`src/hw/rtl/bgf_pkg.sv`:
```
// Shared types, constants and helper functions for the biweight gradient filter.
// No dependencies; used by the controller, datapath and top level.
package bgf_pkg;

   localparam int DEF_MAX_ROWS   = 128;
   localparam int DEF_MAX_COLS   = 128;
   localparam int DEF_MAX_RADIUS = 7;

   localparam int CFG_W      = 16;
   localparam int ROWCNT_W   = 8;
   localparam int COLCNT_W   = 8;
   localparam int RADIUS_W   = 3;
   localparam int INVH_W     = 16;

   localparam logic [ROWCNT_W-1:0] ROW_COUNT_RST     = 8'd128;
   localparam logic [COLCNT_W-1:0] COL_COUNT_RST     = 8'd128;
   localparam logic [RADIUS_W-1:0] WINDOW_RADIUS_RST = 3'd7;
   localparam logic [INVH_W-1:0]   INV_H_SQUARED_RST = 16'd1024;

   localparam int PIX_W  = 16;
   localparam int OFS_W  = 5;    // signed window offset, |offset| <= 15
   localparam int MAG_W  = 4;
   localparam int SQ_W   = 8;
   localparam int U_W    = 25;   // 1 - a^2/h^2, signed Q16
   localparam int PU_W   = 2 * U_W;
   localparam int S_W    = 34;   // (1 - b^2/h^2)^2, Q16, non-negative
   localparam int KP_W   = U_W + S_W;
   localparam int K_W    = 43;
   localparam int KLO_W  = 24;
   localparam int KHI_W  = K_W - KLO_W;
   localparam int P_W    = OFS_W + PIX_W;
   localparam int PLO_W  = P_W + KLO_W + 1;
   localparam int PHI_W  = P_W + KHI_W;
   localparam int ACC_W  = 64;
   localparam int OUT_W  = 48;
   localparam int NSTAGE = 8;

   localparam logic signed [U_W-1:0]   Q16_ONE    = 25'sd65536;
   localparam logic signed [ACC_W-1:0] TERM_MAX   = 64'sd4503599627370496;
   localparam logic signed [ACC_W-1:0] TERM_MIN   = -64'sd4503599627370496;
   localparam logic signed [ACC_W-1:0] OUT_MAX    = 64'sd140737488355327;
   localparam logic signed [ACC_W-1:0] OUT_MIN    = -64'sd140737488355328;

   typedef enum logic [1:0] {
      CSR_ROW_COUNT     = 2'd0,
      CSR_COL_COUNT     = 2'd1,
      CSR_WINDOW_RADIUS = 2'd2,
      CSR_INV_H_SQUARED = 2'd3
   } csr_index_type;

   typedef enum logic [0:0] {
      OP_PIXEL = 1'b0,
      OP_FLUSH = 1'b1
   } opcode_type;

   typedef struct packed {
      logic wr_en;
      logic tap_valid;
      logic acc_clear;
      logic finish;
      logic final_pixel;
   } cmd_type;

   typedef struct packed {
      logic busy;
      logic out_free;
   } status_type;

   function automatic logic [SQ_W-1:0] square_mag(input logic [MAG_W-1:0] a);
      return SQ_W'(a * a);
   endfunction

endpackage

```
`src/hw/rtl/bgf_ctrl.sv`:
```
// Controller: image positions, window sequencing and result hand-off.
// Depends on bgf_pkg; drives bgf_dp through cmd and reads its status.
module bgf_ctrl #(
   parameter int MAX_ROWS   = bgf_pkg::DEF_MAX_ROWS,
   parameter int MAX_COLS   = bgf_pkg::DEF_MAX_COLS,
   parameter int MAX_RADIUS = bgf_pkg::DEF_MAX_RADIUS,
   parameter int DEPTH      = MAX_ROWS * (2 * MAX_RADIUS + 1)
) (
   input  logic                            clock,
   input  logic                            reset,
   input  logic                            req_tvalid,
   input  logic                            req_tuser,
   output logic                            req_tready,
   input  logic [bgf_pkg::ROWCNT_W-1:0]    row_count,
   input  logic [bgf_pkg::COLCNT_W-1:0]    col_count,
   input  logic [bgf_pkg::RADIUS_W-1:0]    window_radius,
   input  bgf_pkg::status_type             status,
   output bgf_pkg::cmd_type                cmd,
   output logic [$clog2(DEPTH)-1:0]        wr_addr,
   output logic [$clog2(DEPTH)-1:0]        rd_addr,
   output logic signed [bgf_pkg::OFS_W-1:0] tap_i,
   output logic signed [bgf_pkg::OFS_W-1:0] tap_j
);

   localparam int ADDR_W = $clog2(DEPTH);
   localparam int ROW_W  = $clog2(MAX_ROWS + 1);
   localparam int COL_W  = $clog2(MAX_COLS + 1);
   localparam int POS_W  = $clog2(MAX_ROWS * MAX_COLS + 1);
   localparam int MOD_K  = $clog2((MAX_ROWS * MAX_COLS + DEPTH - 1) / DEPTH);
   localparam int CNT_W  = $clog2(POS_W + MOD_K + 2);

   typedef enum logic [5:0] {
      ST_IDLE  = 6'b000001,
      ST_DIV   = 6'b000010,
      ST_SETUP = 6'b000100,
      ST_MOD   = 6'b001000,
      ST_RUN   = 6'b010000,
      ST_DRAIN = 6'b100000
   } state_type;

   state_type state_ff, state_in;
   logic [POS_W-1:0]  in_pos_ff, in_pos_in, out_pos_ff, out_pos_in;
   logic [ADDR_W-1:0] waddr_ff, waddr_in;
   logic [POS_W-1:0]  quot_ff, quot_in, mod_ff, mod_in;
   logic [ROW_W-1:0]  rem_ff, rem_in;
   logic [CNT_W-1:0]  cnt_ff, cnt_in;
   logic signed [bgf_pkg::OFS_W-1:0] i_lo_ff, i_lo_in, i_hi_ff, i_hi_in, j_hi_ff, j_hi_in;
   logic signed [bgf_pkg::OFS_W-1:0] i_ff, i_in, j_ff, j_in;
   logic [ADDR_W-1:0] addr_ff, addr_in, cbase_ff, cbase_in;

   logic [ROW_W-1:0]  nrow;
   logic [COL_W-1:0]  ncol;
   logic [bgf_pkg::RADIUS_W-1:0] rad;
   logic [POS_W-1:0]  total;
   logic [31:0]       lag;

   always_comb begin
      if (row_count == '0) begin
         nrow = ROW_W'(1);
      end else if (int'(row_count) > MAX_ROWS) begin
         nrow = ROW_W'(MAX_ROWS);
      end else begin
         nrow = ROW_W'(row_count);
      end
      if (col_count == '0) begin
         ncol = COL_W'(1);
      end else if (int'(col_count) > MAX_COLS) begin
         ncol = COL_W'(MAX_COLS);
      end else begin
         ncol = COL_W'(col_count);
      end
      rad   = (int'(window_radius) > MAX_RADIUS) ? bgf_pkg::RADIUS_W'(MAX_RADIUS)
                                                 : window_radius;
      total = POS_W'(nrow * ncol);
      lag   = 32'(rad) * 32'(nrow) + 32'(rad);
   end

   always_comb begin
      logic [POS_W-1:0]  in_e, out_e, in_n;
      logic [ADDR_W-1:0] wa_e;
      logic              wr, produce, last_row, last_col, fin;
      logic [ROW_W:0]    rem_sh;
      logic [31:0]       sub;
      logic [ADDR_W:0]   a_next, c_next;
      int rp_i, cp_i, rad_i, nr_i, nc_i, r0_i, c0_i;

      state_in  = state_ff;
      in_pos_in = in_pos_ff;
      out_pos_in = out_pos_ff;
      waddr_in  = waddr_ff;
      quot_in   = quot_ff;
      rem_in    = rem_ff;
      mod_in    = mod_ff;
      cnt_in    = cnt_ff;
      i_lo_in   = i_lo_ff;
      i_hi_in   = i_hi_ff;
      j_hi_in   = j_hi_ff;
      i_in      = i_ff;
      j_in      = j_ff;
      addr_in   = addr_ff;
      cbase_in  = cbase_ff;
      cmd       = '0;
      req_tready = (state_ff == ST_IDLE);

      if (out_pos_ff >= total) begin
         in_e  = '0;
         out_e = '0;
         wa_e  = '0;
      end else begin
         in_e  = in_pos_ff;
         out_e = out_pos_ff;
         wa_e  = waddr_ff;
      end
      wr      = (req_tuser == bgf_pkg::OP_PIXEL) && (in_e < total);
      in_n    = in_e + POS_W'(wr);
      produce = (in_n >= total) || (32'(in_n) > 32'(out_e) + lag);
      wr_addr = wa_e;

      rem_sh = {rem_ff, quot_ff[POS_W-1]};
      sub    = 32'(DEPTH) << (MOD_K - int'(cnt_ff));
      a_next = {1'b0, addr_ff} + (ADDR_W + 1)'(1);
      c_next = {1'b0, cbase_ff} + (ADDR_W + 1)'(nrow);
      last_row = (i_ff == i_hi_ff);
      last_col = (j_ff == j_hi_ff);
      fin      = (out_pos_ff == total - POS_W'(1));

      rp_i  = int'(rem_ff);
      cp_i  = int'(quot_ff);
      rad_i = int'(rad);
      nr_i  = int'(nrow);
      nc_i  = int'(ncol);
      r0_i  = (rp_i > rad_i) ? rp_i - rad_i : 0;
      c0_i  = (cp_i > rad_i) ? cp_i - rad_i : 0;

      rd_addr = addr_ff;
      tap_i   = i_ff;
      tap_j   = j_ff;

      case (state_ff)
         ST_IDLE: begin
            if (req_tvalid) begin
               cmd.wr_en  = wr;
               in_pos_in  = in_n;
               out_pos_in = out_e;
               waddr_in   = wr ? ((int'(wa_e) == DEPTH - 1) ? '0 : wa_e + ADDR_W'(1)) : wa_e;
               if (produce) begin
                  quot_in  = out_e;
                  rem_in   = '0;
                  cnt_in   = '0;
                  state_in = ST_DIV;
               end
            end
         end
         ST_DIV: begin
            if (rem_sh >= {1'b0, nrow}) begin
               rem_in  = ROW_W'(rem_sh - {1'b0, nrow});
               quot_in = {quot_ff[POS_W-2:0], 1'b1};
            end else begin
               rem_in  = ROW_W'(rem_sh);
               quot_in = {quot_ff[POS_W-2:0], 1'b0};
            end
            cnt_in = cnt_ff + CNT_W'(1);
            if (int'(cnt_ff) == POS_W - 1) begin
               state_in = ST_SETUP;
            end
         end
         ST_SETUP: begin
            cmd.acc_clear = 1'b1;
            i_lo_in = bgf_pkg::OFS_W'(r0_i - rp_i);
            i_hi_in = bgf_pkg::OFS_W'((rp_i + rad_i < nr_i) ? rad_i : nr_i - 1 - rp_i);
            j_hi_in = bgf_pkg::OFS_W'((cp_i + rad_i < nc_i) ? rad_i : nc_i - 1 - cp_i);
            i_in    = bgf_pkg::OFS_W'(r0_i - rp_i);
            j_in    = bgf_pkg::OFS_W'(c0_i - cp_i);
            mod_in  = POS_W'(nr_i * c0_i + r0_i);
            cnt_in  = '0;
            state_in = ST_MOD;
         end
         ST_MOD: begin
            if (32'(mod_ff) >= sub) begin
               mod_in = POS_W'(32'(mod_ff) - sub);
            end
            cnt_in = cnt_ff + CNT_W'(1);
            if (int'(cnt_ff) == MOD_K) begin
               addr_in  = ADDR_W'(mod_in);
               cbase_in = ADDR_W'(mod_in);
               state_in = ST_RUN;
            end
         end
         ST_RUN: begin
            cmd.tap_valid = 1'b1;
            if (last_row) begin
               i_in = i_lo_ff;
               j_in = j_ff + bgf_pkg::OFS_W'(1);
               cbase_in = (int'(c_next) >= DEPTH) ? ADDR_W'(int'(c_next) - DEPTH)
                                                  : ADDR_W'(c_next);
               addr_in  = cbase_in;
               if (last_col) begin
                  state_in = ST_DRAIN;
               end
            end else begin
               i_in    = i_ff + bgf_pkg::OFS_W'(1);
               addr_in = (int'(a_next) >= DEPTH) ? '0 : ADDR_W'(a_next);
            end
         end
         ST_DRAIN: begin
            if (!status.busy && status.out_free) begin
               cmd.finish      = 1'b1;
               cmd.final_pixel = fin;
               if (fin) begin
                  in_pos_in  = '0;
                  out_pos_in = '0;
                  waddr_in   = '0;
               end else begin
                  out_pos_in = out_pos_ff + POS_W'(1);
               end
               state_in = ST_IDLE;
            end
         end
         default: begin
            state_in = ST_IDLE;
         end
      endcase
   end

   always_ff @(posedge clock) begin
      if (reset) begin
         state_ff   <= ST_IDLE;
         in_pos_ff  <= '0;
         out_pos_ff <= '0;
         waddr_ff   <= '0;
      end else begin
         state_ff   <= state_in;
         in_pos_ff  <= in_pos_in;
         out_pos_ff <= out_pos_in;
         waddr_ff   <= waddr_in;
      end
   end

   always_ff @(posedge clock) begin
      quot_ff  <= quot_in;
      rem_ff   <= rem_in;
      mod_ff   <= mod_in;
      cnt_ff   <= cnt_in;
      i_lo_ff  <= i_lo_in;
      i_hi_ff  <= i_hi_in;
      j_hi_ff  <= j_hi_in;
      i_ff     <= i_in;
      j_ff     <= j_in;
      addr_ff  <= addr_in;
      cbase_ff <= cbase_in;
   end

endmodule
```
`config.mk`:
```
export PLATFORM = sky130hd
export DESIGN_NAME = bgf_ctrl
export DESIGN_NICKNAME = d
export VERILOG_FILES = /design/src/hw/rtl/bgf_pkg.sv /design/src/hw/rtl/bgf_ctrl.sv
export SDC_FILE = /design/constraint.sdc
export NUM_CORES = 1
export LEC_CHECK = 0
export ABC_AREA = 1
export BUFFER_PORTS_ARGS = -buffer_cell sky130_fd_sc_hd__buf_2
export CAP_MARGIN = 40
export CORE_AREA = 8 8 264 202
export DETAILED_ROUTE_END_ITERATION = 7
export DIE_AREA = 0 0 272 210
export GPL_TIMING_DRIVEN = 0
export HOLD_SLACK_MARGIN = 0.02
export PLACE_DENSITY = 0.57
export SLEW_MARGIN = 20
export SYNTH_ARGS = -nofsm -noshare
export SYNTH_HDL_FRONTEND = slang
export SYNTH_SLANG_ARGS = --single-unit
```
`constraint.sdc`:
```
create_clock -name clock -period 19.26 [get_ports clock]
set_clock_uncertainty 0.2 [all_clocks]
set_input_delay 3.852 -clock clock [delete_from_list [all_inputs] [get_ports clock]]
set_output_delay 3.852 -clock clock [all_outputs]
set_load 0.01 [all_outputs]
```
==> out/qor.yml <==
synth:
  synth_top_area_share_pct: 14.5
  synth_cells: 2550
  yosysMostFrequentCell: "nand2_1"
  ys_ff_latch: 137
  synth-edff-count: 90
  synth.avg_cell_area_um2: 7.41
  syn_nets: 2920
  synthArstFlopShare_pct: 0
  synth_area_um2: 18900
  yosysTopAreaCell: "ha_1"
  synthFlopType: "edfxtp_1"
  ys_seq_area_share_pct: 19.3
  synth_area_leaders: "ha_1, edfxtp_1, fa_1"
  synth_commonest_cells: "nand2_1, inv_1, nor2_1"
  yosysUniqueCellTypes: 64
  ys_warn_count: 0
cts:
  numCtsBuffers: 17
  cts.sink_count: 137
  cts_tree: "built"
  post_cts_buffers: 0
  clk_latency_ns: 0.45
  cts_hold_buf: 0
  path_clk_slew_ns: 0.07
  clockBufferDepth: 2
  htree_levels: 4
  cts_root_buf: "clkbuf_16"
  cts_resized: 0
sta:
  rsz0062_at_grt: "no"
  setup_violations: 0
  hold_viol: 0
  relSlewSlack_pct: 42.0
  drv_slew: 0
  worst_pin_slew_ns: 0.870
  setup_slack_ns: 2.01
  setup_tns_ns: 0
  period_share_pct: 89.6
  max_freq_mhz: 58.0
  fin_crit_ns: 17.25
die:
  die_w_um: 272
  rows: 71
  die_area_um2: 57100
  die_h_um: 210
  coreArea_um2: 49300
  num_io_pins: 63
  start_util_pct: 38.3
finish:
  seq_area_um2: 3640
  final_net_count: 3019
  drive_gt1_share_pct: 7.89
  antenna_cells: 0
  multiInputGateArea_um2: 13300
  areaGrowthSynthToFinish_pct: 10.1
  fill_cells: 5067
detailed_routing:
  drcViolationCount: 8
  drt_iter0_drc: 1441
  viasPerCell: 5.20
  wire_per_inst_um: 18.3
  ant_nets: 0
  vias: 17200
  finalWirelength_um: 60800
  drt_pass1_iterations: 8
grt:
  grtUsageTotal_pct: 21.3
  antenna_found_initial: 0
  grt_max_degree: 23
  grt_pass1_vias: 17300
  grt-ovfl-total: 0
  grt_pass1_wl_um: 96400
critical_path:
  required_ns: 15.21
  crit_path_frequent_cell: "nand2_1"
  critPathKind: "primary input to primary output"
  worst-path-buf-inv: 13
  arrival_ns: 13.20
  cp_slowest_cell: "clkbuf_1"
  max_stage_delay_ns: 0.69
  crit_fanout: 11
  cpLargestDelayFamily: "buffers and inverters"
  cp-start-kind: "primary input"
  end_kind: "primary output"
placement:
  place_congestion: 0.915
  place_ws_ns: 2.14
  place.port_buffers: 61
  hpwl_um: 49900
power_and_ir_drop:
  peakVddDrop_mv: 0.120
  power_mw: 3.24
  p_leak_nw: 10.1
  p_per_area_nw_per_um2: 156
run_status:
  outcome: "finished, violations left"
  failed_checks: "DRC"
worst_hold_path:
  hp-class: "flip-flop to flip-flop"
job:
  cap_viol_max_count: 0
[stage by stage]
stage | hold slack, ns | cells | utilization [%] | area (um2)
6_report | 0.266 | 3319 | 42.2 | 20800
5_1_grt | 0.281 | 3319 | 42.2 | 20800
4_1_cts | 0.268 | 3318 | 42.2 | 20800
3_5_place_dp | 0.255 | 3286 | 41.0 | 20200
3_3_place_gp | 0.249 | 3268 | 40.6 | 20000
2_1_floorplan | 0.239 | 2550 | - | 18900
[area by class of cell]
type	instances	area share, %
repair buffers	80	2.41
clock buffers	19	2.08
well taps	657	3.95
multi-input cells	1895	63.8
clock inverters	13	0.578
plain buffers	52	1.26
inverters	466	8.43
flip-flops and latches	137	17.5
[metal layers]
| metal | global-route usage, % | part of all wire [%] |
|---|---|---|
| met4 | 5.83 | 2.4 |
| met1 | 30.5 | 48 |
| met5 | 0 | 0 |
| met3 | 3.65 | 6.6 |
| met2 | 32.9 | 43 |
[where the power goes]
group          switching, mW  total (mW)  internal, mW
clock network          0.149       0.327         0.178
registers             0.0654       0.521         0.455
logic                   1.51        2.39         0.879
[path summary, 6_finish.rpt]
kind         slack [ns]                         end  depth (start not counted)                  startpoint
min                0.27  in_pos_ff[11]$_SDFFE_PP0P_                          2  in_pos_ff[11]$_SDFFE_PP0P_
max                2.01                      cmd[4]                         45                row_count[7]
min reg2reg        0.27  in_pos_ff[11]$_SDFFE_PP0P_                          2  in_pos_ff[11]$_SDFFE_PP0P_
max reg2reg       11.47        mod_ff[13]$_DFFE_PP_                         36        quot_ff[0]$_DFFE_PP_
[layout by cell type (no fill, tap or decap), drive strengths merged, types with 4 or more instances in the layout]
cell type	n
buf	94
clkinv	14
o221ai	8
nand4	60
o21ai	113
fa	126
o21bai	10
nor3	27
a21o	5
a31oi	17
nand3b	6
xnor2	47
ha	219
or2	9
clkinvlp	4
nor2	317
edfxtp	90
xor2	108
dfxtp	47
o22ai	5
nand2	503
a211oi	4
o211ai	13
a21oi	129
clkbuf	57
nor4	13
nand3	135
inv	460
[kinds of logic (layout without fill, tap and decap cells)]
logic type	Yosys count	in the layout	synth area share (%)
and+or+nand+nor	1074	1074	25.2
buffers and inverters	518	630	10.7
AOI/OAI and AO/OA	321	321	9.71
xor gates and xnor gates	155	155	7.27
DFF	137	137	19.3
adders and majority gates	345	345	27.9
[worst reg2reg max path, delay by kind of cell (launching register included)]
family	cells	cell delay (ns)
AOI/OAI and AO/OA	7	1.22
xor gates and xnor gates	1	0.20
adders and majority gates	8	2.92
buffers and inverters	8	1.17
DFF	1	0.47
and+or+nand+nor	12	1.30
[flip-flops by register name, summed over array words and instances, names as in the netlist]
register	count
tap_j	5
tap_i	5
cbase_ff	11
mod_ff	15
cnt_ff	5
i_hi_ff	5
rem_ff	8
i_lo_ff	5
rd_addr	11
waddr_ff	11
j_hi_ff	5
state_ff	6
out_pos_ff	15
in_pos_ff	15
quot_ff	15
Power figures use the tool's default switching activity.
